**src/hw/rtl/orl_pkg.sv**
```systemverilog
// Shared types and codes for the ordered run list.
package orl_pkg;

   typedef enum logic [2:0] {
      KIND_APPEND = 3'd0,
      KIND_PUSH   = 3'd1,
      KIND_REMOVE = 3'd2,
      KIND_POP    = 3'd3,
      KIND_QUERY  = 3'd4
   } kind_type;

   typedef struct packed {
      logic [7:0] minutes;
      logic [7:0] station;
   } entry_type;

   typedef struct packed {
      logic rd_en;
      logic wr_en;
   } mem_ctl_type;

   typedef enum logic [2:0] {
      ST_IDLE,
      ST_POP_WAIT,
      ST_SCAN_RD,
      ST_SCAN_CMP,
      ST_SHIFT_RD,
      ST_SHIFT_WR,
      ST_DONE
   } state_type;

endpackage

```
**src/hw/rtl/orl_store.sv**
```systemverilog
// Entry memory: one write port, one read port with registered read data.
module orl_store #(
   parameter int MAX_ENTRIES = 16,
   localparam int AW = (MAX_ENTRIES > 1) ? $clog2(MAX_ENTRIES) : 1
) (
   input  logic                 clock,
   input  orl_pkg::mem_ctl_type mem_ctl,
   input  logic [AW-1:0]        wr_addr,
   input  orl_pkg::entry_type   wr_data,
   input  logic [AW-1:0]        rd_addr,
   output orl_pkg::entry_type   rd_data
);
   import orl_pkg::*;

   entry_type entry_mem [MAX_ENTRIES];
   entry_type rd_data_ff;

   always_ff @(posedge clock) begin
      if (mem_ctl.wr_en) begin
         entry_mem[wr_addr] <= wr_data;
      end
      if (mem_ctl.rd_en) begin
         rd_data_ff <= entry_mem[rd_addr];
      end
   end

   assign rd_data = rd_data_ff;

endmodule

```
**src/hw/rtl/orl_ctrl.sv**
```systemverilog
// Operation sequencer: circular list pointers, scan and shift walks, result register.
module orl_ctrl #(
   parameter int MAX_ENTRIES = 16,
   localparam int AW = (MAX_ENTRIES > 1) ? $clog2(MAX_ENTRIES) : 1,
   localparam int CW = $clog2(MAX_ENTRIES + 1)
) (
   input  logic                 clock,
   input  logic                 reset,
   input  logic                 req_valid,
   output logic                 req_ready,
   input  orl_pkg::kind_type    req_kind,
   input  orl_pkg::entry_type   req_entry,
   output logic                 rsp_valid,
   input  logic                 rsp_ready,
   output logic                 rsp_ok,
   output orl_pkg::entry_type   rsp_entry,
   output logic [4:0]           rsp_count,
   output orl_pkg::mem_ctl_type mem_ctl,
   output logic [AW-1:0]        mem_wr_addr,
   output orl_pkg::entry_type   mem_wr_data,
   output logic [AW-1:0]        mem_rd_addr,
   input  orl_pkg::entry_type   mem_rd_data
);
   import orl_pkg::*;

   state_type     state_ff, state_in;
   logic [AW-1:0] head_ff, head_in;
   logic [CW-1:0] count_ff, count_in;
   logic [CW-1:0] off_ff, off_in;
   kind_type      kind_ff, kind_in;
   entry_type     key_ff, key_in;
   logic          res_ok_ff, res_ok_in;
   entry_type     res_entry_ff, res_entry_in;
   logic          rsp_valid_ff, rsp_valid_in;
   logic          rsp_ok_ff, rsp_ok_in;
   entry_type     rsp_entry_ff, rsp_entry_in;
   logic [4:0]    rsp_count_ff, rsp_count_in;

   logic            full, empty, hit, last_scan, shift_more, out_free;
   logic [CW-1:0]   off_next;
   logic [AW-1:0]   head_inc, head_dec;
   logic [CW+4:0]   count_ext;

   // physical slot of logical position off
   function automatic logic [AW-1:0] wrap_idx(input logic [AW-1:0] head,
                                              input logic [CW-1:0] off);
      logic [CW:0] sum;
      sum = (CW+1)'(head) + (CW+1)'(off);
      if (sum >= (CW+1)'(MAX_ENTRIES)) begin
         sum = sum - (CW+1)'(MAX_ENTRIES);
      end
      return sum[AW-1:0];
   endfunction

   assign full       = (count_ff == CW'(MAX_ENTRIES));
   assign empty      = (count_ff == '0);
   assign hit        = (mem_rd_data.station == key_ff.station);
   assign off_next   = off_ff + CW'(1);
   assign last_scan  = (off_next == count_ff);
   assign shift_more = ((CW+1)'(off_ff) + (CW+1)'(2)) < (CW+1)'(count_ff);
   assign out_free   = !rsp_valid_ff || rsp_ready;
   assign head_inc   = (head_ff == AW'(MAX_ENTRIES - 1)) ? '0 : head_ff + AW'(1);
   assign head_dec   = (head_ff == '0) ? AW'(MAX_ENTRIES - 1) : head_ff - AW'(1);
   assign count_ext  = (CW+5)'(count_ff);

   always_comb begin
      state_in = state_ff;
      unique case (state_ff)
         ST_IDLE: begin
            if (req_valid) begin
               unique case (req_kind) inside
                  KIND_POP:                state_in = empty ? ST_DONE : ST_POP_WAIT;
                  KIND_REMOVE, KIND_QUERY: state_in = empty ? ST_DONE : ST_SCAN_RD;
                  default:                 state_in = ST_DONE;
               endcase
            end
         end
         ST_POP_WAIT: state_in = ST_DONE;
         ST_SCAN_RD:  state_in = ST_SCAN_CMP;
         ST_SCAN_CMP: begin
            if (hit) begin
               state_in = (kind_ff == KIND_REMOVE && !last_scan) ? ST_SHIFT_RD : ST_DONE;
            end else begin
               state_in = last_scan ? ST_DONE : ST_SCAN_RD;
            end
         end
         ST_SHIFT_RD: state_in = ST_SHIFT_WR;
         ST_SHIFT_WR: state_in = shift_more ? ST_SHIFT_RD : ST_DONE;
         ST_DONE:     state_in = out_free ? ST_IDLE : ST_DONE;
         default:     state_in = ST_IDLE;
      endcase
   end

   always_comb begin
      head_in      = head_ff;
      count_in     = count_ff;
      off_in       = off_ff;
      kind_in      = kind_ff;
      key_in       = key_ff;
      res_ok_in    = res_ok_ff;
      res_entry_in = res_entry_ff;
      rsp_valid_in = rsp_valid_ff && !rsp_ready;
      rsp_ok_in    = rsp_ok_ff;
      rsp_entry_in = rsp_entry_ff;
      rsp_count_in = rsp_count_ff;
      mem_ctl      = '0;
      mem_wr_addr  = wrap_idx(head_ff, off_ff);
      mem_wr_data  = mem_rd_data;
      mem_rd_addr  = wrap_idx(head_ff, off_ff);
      req_ready    = (state_ff == ST_IDLE);

      unique case (state_ff)
         ST_IDLE: begin
            if (req_valid) begin
               kind_in      = req_kind;
               key_in       = req_entry;
               off_in       = '0;
               res_ok_in    = 1'b0;
               res_entry_in = '0;
               case (req_kind)
                  KIND_APPEND: begin
                     if (!full) begin
                        mem_ctl.wr_en = 1'b1;
                        mem_wr_addr   = wrap_idx(head_ff, count_ff);
                        mem_wr_data   = req_entry;
                        count_in      = count_ff + CW'(1);
                        res_ok_in     = 1'b1;
                     end
                  end
                  KIND_PUSH: begin
                     if (!full) begin
                        mem_ctl.wr_en = 1'b1;
                        mem_wr_addr   = head_dec;
                        mem_wr_data   = req_entry;
                        head_in       = head_dec;
                        count_in      = count_ff + CW'(1);
                        res_ok_in     = 1'b1;
                     end
                  end
                  KIND_POP: begin
                     if (!empty) begin
                        mem_ctl.rd_en = 1'b1;
                        mem_rd_addr   = head_ff;
                     end
                  end
                  default: ;
               endcase
            end
         end
         ST_POP_WAIT: begin
            res_entry_in = mem_rd_data;
            res_ok_in    = 1'b1;
            head_in      = head_inc;
            count_in     = count_ff - CW'(1);
         end
         ST_SCAN_RD: begin
            mem_ctl.rd_en = 1'b1;
            mem_rd_addr   = wrap_idx(head_ff, off_ff);
         end
         ST_SCAN_CMP: begin
            if (hit) begin
               res_ok_in = 1'b1;
               if (kind_ff == KIND_REMOVE && last_scan) begin
                  count_in = count_ff - CW'(1);
               end
            end else begin
               off_in = off_next;
            end
         end
         ST_SHIFT_RD: begin
            mem_ctl.rd_en = 1'b1;
            mem_rd_addr   = wrap_idx(head_ff, off_next);
         end
         ST_SHIFT_WR: begin
            mem_ctl.wr_en = 1'b1;
            mem_wr_addr   = wrap_idx(head_ff, off_ff);
            mem_wr_data   = mem_rd_data;
            off_in        = off_next;
            if (!shift_more) begin
               count_in = count_ff - CW'(1);
            end
         end
         ST_DONE: begin
            if (out_free) begin
               rsp_valid_in = 1'b1;
               rsp_ok_in    = res_ok_ff;
               rsp_entry_in = res_entry_ff;
               rsp_count_in = count_ext[4:0];
            end
         end
         default: ;
      endcase
   end

   always_ff @(posedge clock) begin
      if (reset) begin
         state_ff     <= ST_IDLE;
         head_ff      <= '0;
         count_ff     <= '0;
         rsp_valid_ff <= 1'b0;
      end else begin
         state_ff     <= state_in;
         head_ff      <= head_in;
         count_ff     <= count_in;
         rsp_valid_ff <= rsp_valid_in;
      end
   end

   always_ff @(posedge clock) begin
      off_ff       <= off_in;
      kind_ff      <= kind_in;
      key_ff       <= key_in;
      res_ok_ff    <= res_ok_in;
      res_entry_ff <= res_entry_in;
      rsp_ok_ff    <= rsp_ok_in;
      rsp_entry_ff <= rsp_entry_in;
      rsp_count_ff <= rsp_count_in;
   end

   assign rsp_valid = rsp_valid_ff;
   assign rsp_ok    = rsp_ok_ff;
   assign rsp_entry = rsp_entry_ff;
   assign rsp_count = rsp_count_ff;

endmodule

```
**src/hw/rtl/ordered_run_list.sv**
```systemverilog
// Top level of the ordered run list.
//
// Holds up to MAX_ENTRIES (station, minutes) entries in order. Each request
// on the req_ stream carries one operation (append, push front, remove by
// station, pop head, query station) and yields exactly one response on the
// rsp_ stream: success flag, popped entry (zero unless a pop succeeded) and
// the entry count after the operation.
// Entries sit in a circular buffer in one memory with registered reads, so
// append, push front and pop move only the head pointer or the count.
// Append and push front write the memory as the request is taken; pop reads
// the head entry, then captures it. Query and remove walk the memory one
// entry at a time (read, then compare), and a remove that hits then moves
// each later entry up one place (read, then write).
// One request is handled at a time; req_tready is high only while idle.
// A finished response waits in its output register while the next request
// is taken; a stalled receiver holds the block only once a second response
// is ready. Reset empties the list and drops any pending response; entry
// contents are not cleared.
module ordered_run_list #(
   parameter int MAX_ENTRIES = 16
) (
   input  logic        clock,
   input  logic        reset,
   input  logic        req_tvalid,
   output logic        req_tready,
   input  logic [15:0] req_tdata,   // station[7:0], minutes[15:8]
   input  logic [2:0]  req_tuser,   // kind[2:0]
   output logic        rsp_tvalid,
   input  logic        rsp_tready,
   output logic [23:0] rsp_tdata,   // out_station[7:0], out_minutes[15:8], entry_count[20:16]
   output logic        rsp_tuser    // ok
);
   import orl_pkg::*;

   localparam int AW = (MAX_ENTRIES > 1) ? $clog2(MAX_ENTRIES) : 1;

   entry_type     req_entry, rsp_entry, mem_wr_data, mem_rd_data;
   mem_ctl_type   mem_ctl;
   logic [AW-1:0] mem_wr_addr, mem_rd_addr;
   logic          rsp_ok;
   logic [4:0]    rsp_count;

   assign req_entry.station = req_tdata[7:0];
   assign req_entry.minutes = req_tdata[15:8];

   orl_ctrl #(.MAX_ENTRIES(MAX_ENTRIES)) u_ctrl (
      .clock       (clock),
      .reset       (reset),
      .req_valid   (req_tvalid),
      .req_ready   (req_tready),
      .req_kind    (kind_type'(req_tuser)),
      .req_entry   (req_entry),
      .rsp_valid   (rsp_tvalid),
      .rsp_ready   (rsp_tready),
      .rsp_ok      (rsp_ok),
      .rsp_entry   (rsp_entry),
      .rsp_count   (rsp_count),
      .mem_ctl     (mem_ctl),
      .mem_wr_addr (mem_wr_addr),
      .mem_wr_data (mem_wr_data),
      .mem_rd_addr (mem_rd_addr),
      .mem_rd_data (mem_rd_data)
   );

   orl_store #(.MAX_ENTRIES(MAX_ENTRIES)) u_store (
      .clock   (clock),
      .mem_ctl (mem_ctl),
      .wr_addr (mem_wr_addr),
      .wr_data (mem_wr_data),
      .rd_addr (mem_rd_addr),
      .rd_data (mem_rd_data)
   );

   assign rsp_tdata = {3'b000, rsp_count, rsp_entry.minutes, rsp_entry.station};
   assign rsp_tuser = rsp_ok;

endmodule

```
**config.mk**
```make
export PLATFORM = sky130hd
export DESIGN_NAME = ordered_run_list
export DESIGN_NICKNAME = d
export VERILOG_FILES = /design/src/hw/rtl/orl_pkg.sv /design/src/hw/rtl/orl_store.sv /design/src/hw/rtl/orl_ctrl.sv /design/src/hw/rtl/ordered_run_list.sv
export SDC_FILE = /design/constraint.sdc
export NUM_CORES = 1
export LEC_CHECK = 0
export BUFFER_PORTS_ARGS = -buffer_cell sky130_fd_sc_hd__clkbuf_2
export CAP_MARGIN = 0
export CORE_MARGIN = 2
export CORE_UTILIZATION = 45
export DETAILED_ROUTE_END_ITERATION = 10
export SETUP_SLACK_MARGIN = 0.4
export SLEW_MARGIN = 20
export SYNTH_ARGS = -nofsm -noshare
export SYNTH_HDL_FRONTEND = slang
export SYNTH_HIERARCHICAL = 1
export SYNTH_SLANG_ARGS = --single-unit
```
**constraint.sdc**
```tcl
create_clock -name clock -period 3.5 [get_ports clock]
set_input_delay 0.525 -clock clock [delete_from_list [all_inputs] [get_ports clock]]
set_output_delay 0.525 -clock clock [all_outputs]
set_load 0.005 [all_outputs]
```
==> results of run 1 <==
## cell type report
| cell class | count | area (um^2) |
|---|---|---|
| tap | 402 | 503 |
| sequential | 340 | 10100 |
| clock inverter | 20 | 144 |
| clock buffer | 45 | 935 |
| timing repair buffer | 127 | 1030 |
| fill | 2453 | 14500 |
| multi-input combinational | 402 | 4240 |
| inverter | 22 | 82.6 |
## worst reg2reg max path: stages, from the launching register on
cell       delay [ns]
edfxtp_1         0.44
buf_4            0.18
ha_1             0.21
inv_1            0.11
fa_2             0.48
a2bb2oi_2        0.20
o21ai_4          0.17
buf_12           0.16
clkbuf_16        0.19
mux4_2           0.32
a22oi_2          0.23
nand2_1          0.09
## layer usage
layer | global-route usage, % | routed length, um | part of all wire, %
met3 | 3.00 | 1710 | 5.2
met5 | 0 | 0 | 0
met4 | 6.46 | 865 | 2.6
met2 | 32.1 | 16200 | 49
met1 | 26.3 | 14100 | 43
## through the flow
| step | setup WS (ns) | hold WS [ns] | power (mW) |
|---|---|---|---|
| after floorplan | 0.109 | 0.400 | 11.2 |
| after global placement | 0.172 | 0.402 | 13.3 |
| after detailed placement | 0.0949 | 0.405 | 13.5 |
| after CTS | 0.389 | 0.173 | 17.1 |
| after global routing | 0.384 | 0.181 | 18.9 |
| final | 0.471 | 0.194 | 17.9 |
## report_power, final
part | internal [mW] | switching (mW) | leakage (nW)
clock network | 1.98 | 1.49 | 0.526
registers | 5.73 | 0.287 | 3.09
logic | 3.95 | 4.50 | 2.29
## cells by family after synthesis
family	count (synthesis)	synth area share, %
AO/OA/AOI/OAI	99	5.19
XOR/XNOR	30	2.12
adder cells (fa/ha/maj)	25	2.38
buffers and inverters	66	2.24
flip-flops	340	69.9
multiplexers	91	12.6
other	1	0.0260
AND/OR/NAND/NOR	154	5.58
## synth_stat cells, types with 2 or more instances
library cell / instances
edfxtp_1: 327
mux4_2: 54
nor2_1: 37
a22oi_1: 33
nand2_1: 32
clkbuf_1: 22
inv_1: 22
and2_1: 21
ha_1: 21
xnor2_1: 19
nor3_1: 14
a21oi_1: 13
dfxtp_1: 13
mux2_4: 12
o21ai_0: 12
mux4_1: 10
mux2i_1: 9
nand3_1: 9
nand4_1: 8
nor2b_1: 8
xor2_1: 8
buf_2: 6
buf_4: 6
buf_6: 6
mux2_2: 6
a2bb2oi_1: 5
buf_1: 4
fa_1: 4
nor4_1: 4
o311ai_1: 4
a21o_1: 3
and3_1: 3
nand2b_1: 3
o211ai_1: 3
o31ai_1: 3
a31oi_1: 2
nand3b_1: 2
nor3b_1: 2
nor3b_2: 2
o221ai_1: 2
or3b_2: 2
xor3_1: 2
## registers in the layout, indices dropped and copies added, names as in the netlist, 4 cells and up
signal,cells
u_ctrl/key_ff,8
u_ctrl/head_ff,4
u_ctrl/off_ff,5
u_ctrl/rsp_count,5
u_ctrl/res_entry_ff,16
u_store/entry_mem,256
u_ctrl/count_ff,5
u_store/rd_data,16
u_ctrl/rsp_entry,16
## final timing paths
check | end | cells after the start
hold reg to reg | u_ctrl/rsp_entry[7] | 0
hold / removal | u_ctrl/key_ff[5] | 1
setup reg to reg | u_store/rd_data[8] | 11
setup / recovery | u_store/rd_data[8] | 11
## what timing repair did
| action | CTS | global route |
|---|---|---|
| resized for setup | 4 | 42 |
| endpoints found under the setup margin | 19 | 204 |
| setup buffers | 3 | 1 |
| pin swaps | 2 | 2 |
| gates cloned | 0 | 6 |
==> metrics, run 1 <==
status=finished, final reports clean; largest cells by area after synthesis=edfxtp_1 (68%), mux4_2 (8.4%), ha_1 (1.8%); unrepaired setup endpoints after global routing=true; top-level I/O count=50; layout cells sized above 1=a little under a third; DRC=0; final hold violations=0; post-synthesis sequential area ratio=a little over two thirds; Initial Util=between 40% and 50%; Port Buf Inserts=46; post-route antenna net violation count=0; Max Clock Freq=330 MHz; worst reg2reg startpoint=u_ctrl/off_ff[0]; total gr overflow=0; maximum vdd drop=557 uV; crit start category=register; Setup Skew=0.0225 ns; Synth top area share=68.1%; Max-Cap Viols=0; Slew @ Worst Pin=between 1 and 1.5 ns; Core ar.=~32,000 um^2; number of global-route vias before repair=around 8,200; Area Growth Syn to Fin=17.9%; Setup crit start=u_ctrl/off_ff[0]; Setup CP Type=reg -> reg; ys flop type=edfxtp_1; Yosys reg bits=340; largest net degree at the start of global routing=65; CTS Buffer Depth=3; PD cells=about 1100 nW/um^2; Initial DRT Pass Iterations=5; leading area contributor after synthesis=edfxtp_1; hold path start=req_tdata[5]; drt initial violations=around 510; setup TNS=0 ns; Inst Count DP=between 1,000 and 1,500; final WL=around 33 mm; placed inst area=between 15,000 and 20,000 um^2; post-route insts no fill=roughly 1,400; Critical Path End Type=register; chip width=between 150 and 200 um; yosys warns=6; clock root buffer=clkbuf_16; CTS tree=yes; area of the die=around 34,000 um^2; nets=slightly below 1,000; Finished Cell Area=between 15,000 and 20,000 um^2; Synth cell types=70; Req. time, crit path=roughly 3.8 ns; H-tree depth=2; row count=65; most frequent cells in the layout=edfxtp_1 (327), buf_4 (63), mux4_2 (56), clkbuf_2 (46), clkbuf_16 (39); fin util=between 50 and 60%; Tcrit/Tclk final=86.6%; hpwl dp=21.1 mm; Worst R2R Setup Slack=0.47 ns; family with the most delay on the worst path=adder cells; total track usage=around 19%; Post-CTS Hold Fix Bufs=0; Cells after Synth=806; Vias=between 7,000 and 8,000; crit path time final=approximately 3 ns; ys async rst share=0%; CTS Buf Count=36; ant diodes=0; commonest non-fill, non-tap cell in the layout=edfxtp_1; gp weighted congestion=0.860; Final setup viols=0; Post-synth EDFFs=327; CP Cell Sequence=buf_4, ha_1, inv_1, fa_2, a2bb2oi_2, o21ai_4, buf_12, clkbuf_16, mux4_2, a22oi_2, nand2_1; clk_lat worst skew=0.53 ns; Sink Count=340; HP Class=in -> reg; CP Data Arrival Time=around 3.3 ns; wire per inst=around 24 um; Worst-path clk slew=around 0.060 ns; die height=about 180 um; Max-slew headroom=just under 30%; Buf/Inv on CP=4; max-slew violations=0; Slowest cell on crit path=fa_2; CP Max Fanout=8; Leakage=approximately 6 nW; Mapped Avg Cell Area=between 15 and 20 um^2; vias per inst=5.76; initial antenna violation count=0; post-synth design cell area=roughly 14,000 um^2; first-pass GRT wire length=a little under 50 mm; peak per-stage delay on the critical path=around 0.48 ns
No activity file was read; power rests on OpenSTA's default activity.
==> inputs of run 2 (changes only) <==
Clock period 3.5 ns to 2.6 ns, I/O delays scaled along.
==> run 2 against run 1 <==
Net effect: the flow now finishes with violations (setup timing); setup slack worse by 0.86 ns; critical path depth down 1; power increased by 44%; design area grew 8.0%; sequential share of layout area decreased by 4.4 points; first-iteration DRC count grew 44%; critical path type unchanged.
==> metrics, run 2 (synthesis gave the netlist of run 1 again) <==
total track usage=20.6% (was 19.3%); Inst Count DP=1,320 (was 1,283); Sink Count=340 (unchanged); Setup CP Type=reg -> reg (unchanged); Initial DRT Pass Iterations=5 (unchanged); Area Growth Syn to Fin=27.4% (was 17.9%); gp weighted congestion=0.829 (was 0.860); commonest non-fill, non-tap cell in the layout=edfxtp_1 (unchanged); maximum vdd drop=800 uV (was 557 uV); Final setup viols=272 (was 0); Slowest cell on crit path=or4_4 (was fa_2); unrepaired setup endpoints after global routing=true (unchanged); Initial Util=45.7% (unchanged); max reg flops=256 (unchanged); Port Buf Inserts=46 (unchanged); status=complete, but fails checks (was finished, final reports clean); Largest Register=u_store/entry_mem (unchanged); Vias=8,149 (was 7,826); CP Cell Sequence=or4_4, o2111ai_4, nor2_4, a2bb2oi_2, o21ai_4, buf_12, buf_12, mux4_2, a22oi_2, nand2_1 (was buf_4, ha_1, inv_1, fa_2, a2bb2oi_2, o21ai_4, buf_12, clkbuf_16, mux4_2, a22oi_2, nand2_1); final hold violations=0 (unchanged); fin util=58.3% (was 53.9%); Setup Skew=0.0145 ns (was 0.0225 ns); filler cell count=2,338 (was 2,453); Max-slew headroom=60.5% (was 29.0%); failing checks=setup timing; vias per inst=5.70 (was 5.76); hpwl dp=21.2 mm (was 21.1 mm); layout cells sized above 1=40.6% (was 31.2%); chip width=183 um (unchanged); CTS Buffer Depth=3 (unchanged); multi-input logic area=4480 um^2 (was 4240 um^2); area of the die=33,500 um^2 (unchanged); Core ar.=31,600 um^2 (unchanged); final WL=34.5 mm (was 32.8 mm); peak per-stage delay on the critical path=0.55 ns (was 0.48 ns); crit start category=register (unchanged); Tcrit/Tclk final=115% (was 86.6%); CP Max Fanout=9 (was 8); HP Class=in -> reg (unchanged); total gr overflow=0 (unchanged); Slew @ Worst Pin=0.591 ns (was 1.06 ns); most used cell along the critical path=buf_12; H-tree depth=2 (unchanged); largest net degree at the start of global routing=33 (was 65); top-level I/O count=50 (unchanged); setup ws final=-0.392 ns (was 0.471 ns); storage element area=10,100 um^2 (about the same); nets=1,047 (was 977); Worst-path clk slew=0.06 ns (about the same); ant diodes=0 (unchanged); PD cells=1410 nW/um^2 (was 1050 nW/um^2); Max-Cap Viols=0 (unchanged); Leakage=6.41 nW (was 5.90 nW); CTS Buf Count=37 (was 36); first-pass GRT wire length=51.3 mm (was 48.3 mm); most frequent cells in the layout=edfxtp_1 (327), buf_4 (74), mux4_2 (63), clkbuf_2 (46), clkbuf_16 (40) (was edfxtp_1 (327), buf_4 (63), mux4_2 (56), clkbuf_2 (46), clkbuf_16 (39)); wire per inst=24.1 um (was 24.2 um); Critical Path End Type=register (unchanged); initial antenna violation count=3 (was 0); Max Clock Freq=334 MHz (was 330 MHz); max-slew violations=0 (unchanged); row count=65 (unchanged); post-route antenna net violation count=0 (unchanged); number of global-route vias before repair=8,357 (was 8,161); post-route insts no fill=1,429 (was 1,358); setup TNS=-52.62 ns (was 0 ns); Post-CTS Hold Fix Bufs=0 (unchanged); drt initial violations=727 (was 506); die height=183 um (unchanged); DRC=0 (unchanged); clock root buffer=clkbuf_16 (unchanged); CP Data Arrival Time=3.26 ns (was 3.30 ns); Req. time, crit path=2.86 ns (was 3.77 ns); pre-CTS setup slack=-0.428 ns (was 0.0949 ns); clk_lat worst skew=0.51 ns (was 0.53 ns); crit path time final=2.99 ns (was 3.03 ns); CTS tree=yes (unchanged)
run 2: path summary, 6_finish.rpt:
path,start,cells after the start,slack (ns),to
max,u_ctrl/count_ff[2],10,-0.39,u_store/rd_data[9]
max reg2reg,u_ctrl/count_ff[2],10,-0.39,u_store/rd_data[9]
min,req_tdata[3],1,0.08,u_ctrl/key_ff[3]
min reg2reg,u_ctrl/res_entry_ff[5],0,0.42,u_ctrl/rsp_entry[5]
run 2: through the flow:
stage | hold slack (ns) | total power [mW] | area (um^2)
finish | 0.0837 | 25.9 | 18400
global route | 0.0702 | 27.2 | 18400
CTS | 0.0655 | 25.6 | 18100
detailed placement | 0.405 | 19.4 | 16300
global placement | 0.404 | 19.2 | 16300
floorplan | 0.400 | 15.7 | 14700
run 2: power breakdown:
part           total (mW)  leakage (nW)  switching (mW)  internal, mW
Clock                4.85         0.557            2.03          2.82
Sequential           8.10          3.09           0.383          7.72
Combinational        12.9          2.77            6.58          6.37
Total                25.9          6.41            8.99          16.9
run 2: critical path, delay by kind of cell, from the launching register on:
kind                   cells  cell delay [ns]
AOI/OAI and AO/OA          4             0.82
and+or+nand+nor            3             0.69
muxes                      1             0.52
buffers and inverters      2             0.38
DFF                        1             0.32
run 2: what timing repair did:
item | in CTS | in global routing
setup buffers | 22 | 11
endpoints found under the setup margin | 453 | 550
cloned | 6 | 3
gates resized for setup | 72 | 22
pin swaps | 25 | 7
hold endpoints to repair | 0 | 0
run 2: routing by layer:
metal | global-route usage [%] | routed length [um] | up-vias
li1 | - | - | 3623
met1 | 28.2 | 14800 | 4219
met2 | 34.4 | 17000 | 253
met3 | 3.24 | 1850 | 54
met4 | 6.18 | 798 | 0
met5 | 0 | 0 | -
run 2: final cells by class:
type,count,share of cell area (%)
Multi-Input combinational cell,402,24.4
Clock inverter,25,0.987
Clock buffer,42,5.14
Sequential cell,340,54.9
Inverter,22,0.449
Tap cell,402,2.74
Timing Repair Buffer,196,11.4
==> inputs of run 3 (changes only) <==
Settings changed: CELL_PAD_IN_SITES_DETAIL_PLACEMENT set to 2, CELL_PAD_IN_SITES_GLOBAL_PLACEMENT set to 2, CORE_ASPECT_RATIO set to 0.9, CORE_UTILIZATION 45 to 43, PLACE_DENSITY_LB_ADDON set to 0.1.
==> run 3 against run 2 <==
Net effect: largest cell class unchanged; first-iteration DRC count is 55% higher; clock-buffer cell count grew 5; die area grew 4.6%; worst hold slack better by 0.011 ns; design area increased by 4.6%; maximum frequency shrank 4.6%; register-to-register slack worse by 0.14 ns; via count rose by 15%; the run still ends with setup timing left; clock power up 16%.
==> metrics, run 3 (synthesis gave the netlist of run 1 again) <==
max-slew violations=0 (unchanged); total gr overflow=0 (unchanged); final WL=56.2 mm (was 34.5 mm); CTS Buf Count=38 (was 37); nets=1,083 (was 1,047); drt initial violations=1,127 (was 727); failing checks=setup timing (unchanged); area of the die=35,000 um^2 (was 33,500 um^2); die height=178 um (was 183 um); wire per inst=37.8 um (was 24.1 um); top-level I/O count=50 (unchanged); final hold violations=0 (unchanged); pre-CTS setup slack=-0.511 ns (was -0.428 ns); PnR Total Power=30.0 mW (was 25.9 mW); max reg flops=256 (unchanged); row count=63 (was 65); commonest non-fill, non-tap cell in the layout=edfxtp_1 (unchanged); peak per-stage delay on the critical path=0.45 ns (was 0.55 ns); gp weighted congestion=0.782 (was 0.829); largest net degree at the start of global routing=30 (was 33); CP Data Arrival Time=3.41 ns (was 3.26 ns); CTS Buffer Depth=3 (unchanged); CTS tree=yes (unchanged); Max Clock Freq=319 MHz (was 334 MHz); setup TNS=-115.84 ns (was -52.62 ns); HP Class=in -> reg (unchanged); Tcrit/Tclk final=121% (was 115%); Max-slew headroom=48.6% (was 60.5%); chip width=197 um (was 183 um); Initial DRT Pass Iterations=5 (unchanged); maximum vdd drop=792 uV (was 800 uV); DRC=0 (unchanged); Critical Path End Type=register (unchanged); ant diodes=0 (unchanged); Sink Count=340 (unchanged); filler cell count=2,735 (was 2,338); Slowest cell on crit path=edfxtp_1 (was or4_4); Initial Util=43.7% (was 45.7%); CP Cell Sequence=ha_4, xor2_2, ha_1, a21oi_2, xor3_1, nand2_1, o221ai_2, nor2b_2, buf_12, a22oi_2, nand2_2 (was or4_4, o2111ai_4, nor2_4, a2bb2oi_2, o21ai_4, buf_12, buf_12, mux4_2, a22oi_2, nand2_1); Slew @ Worst Pin=0.771 ns (was 0.591 ns); first-pass GRT wire length=70.3 mm (was 51.3 mm); hpwl dp=28.9 mm (was 21.2 mm); Setup Skew=0.0219 ns (was 0.0145 ns); PD cells=1560 nW/um^2 (was 1410 nW/um^2); setup ws final=-0.536 ns (was -0.392 ns); status=complete, but fails checks (unchanged); Max-Cap Viols=0 (unchanged); Final setup viols=283 (was 272); unrepaired setup endpoints after global routing=true (unchanged); Vias=9,354 (was 8,149); Worst-path clk slew=0.06 ns (about the same); number of global-route vias before repair=9,577 (was 8,357); Largest Register=u_store/entry_mem (unchanged); Inst Count DP=1,349 (was 1,320); fin util=58.2% (was 58.3%); post-route insts no fill=1,486 (was 1,429); crit path time final=3.14 ns (was 2.99 ns); Leakage=6.78 nW (was 6.41 nW); Req. time, crit path=2.87 ns (was 2.86 ns); most frequent cells in the layout=edfxtp_1 (327), buf_4 (86), mux4_2 (63), clkbuf_16 (49), clkbuf_2 (46) (was edfxtp_1 (327), buf_4 (74), mux4_2 (63), clkbuf_2 (46), clkbuf_16 (40)); CP Max Fanout=16 (was 9); H-tree depth=2 (unchanged); initial antenna violation count=0 (was 3); Setup CP Type=reg -> reg (unchanged); total track usage=28.9% (was 20.6%); layout cells sized above 1=44.4% (was 40.6%); clock root buffer=clkbuf_16 (unchanged); clk_lat worst skew=0.54 ns (was 0.51 ns); Port Buf Inserts=46 (unchanged); vias per inst=6.29 (was 5.70); Area Growth Syn to Fin=33.3% (was 27.4%); Core ar.=33,000 um^2 (was 31,600 um^2); crit start category=register (unchanged); post-route antenna net violation count=0 (unchanged)
run 3: final cells by class:
| class | count | area [um^2] | area share, % |
|---|---|---|---|
| Clock inverter | 22 | 206 | 1.07 |
| Sequential cell | 340 | 10100 | 52.5 |
| Tap cell | 422 | 528 | 2.74 |
| Timing Repair Buffer | 216 | 2410 | 12.5 |
| Clock buffer | 47 | 1050 | 5.45 |
| Inverter | 22 | 82.6 | 0.429 |
| Multi-Input combinational cell | 417 | 4870 | 25.3 |
run 3: stage by stage:
stage	area, um^2	hold WS [ns]
3_5_place_dp	16500	0.408
5_1_grt	19200	0.0976
4_1_cts	18300	0.0392
2_1_floorplan	14700	0.400
6_report	19200	0.0949
3_3_place_gp	16500	0.403
run 3: final timing paths:
kind,from,cells past startpoint,endpoint,slack [ns]
worst max-delay path,u_ctrl/off_ff[1],11,u_store/rd_data[0],-0.54
worst min-delay path,req_tdata[5],1,u_ctrl/key_ff[5],0.09
worst min register to register,u_ctrl/res_entry_ff[2],0,u_ctrl/rsp_entry[2],0.42
worst max register to register,u_ctrl/off_ff[1],11,u_store/rd_data[0],-0.54
run 3: worst max-delay path, delay by kind of cell, from the launching register on:
kind | cells | cell delay, ns
AOI/OAI and AO/OA | 3 | 0.58
adders and majority gates | 2 | 0.56
xor gates and xnor gates | 2 | 0.56
buffers and inverters | 1 | 0.20
DFF | 1 | 0.45
and+or+nand+nor | 3 | 0.48
run 3: timing repair:
item	in CTS	in global routing
pin swaps	13	23
hold buffers	0	0
buffers inserted	17	22
gates resized for setup	65	73
endpoints found under the setup margin	555	559
gates cloned	5	24
run 3: report_power, final:
part,switching [mW],leakage [nW],internal (mW)
sequential,0.519,3.09,7.72
combinational,8.62,3.07,7.53
clock,2.37,0.617,3.26
run 3: routing by layer:
metal  track usage, %  part of all wire [%]
met1             37.9                    39
met2             48.7                    49
met3             5.89                   9.0
met4             8.87                   3.5
met5                0                     0
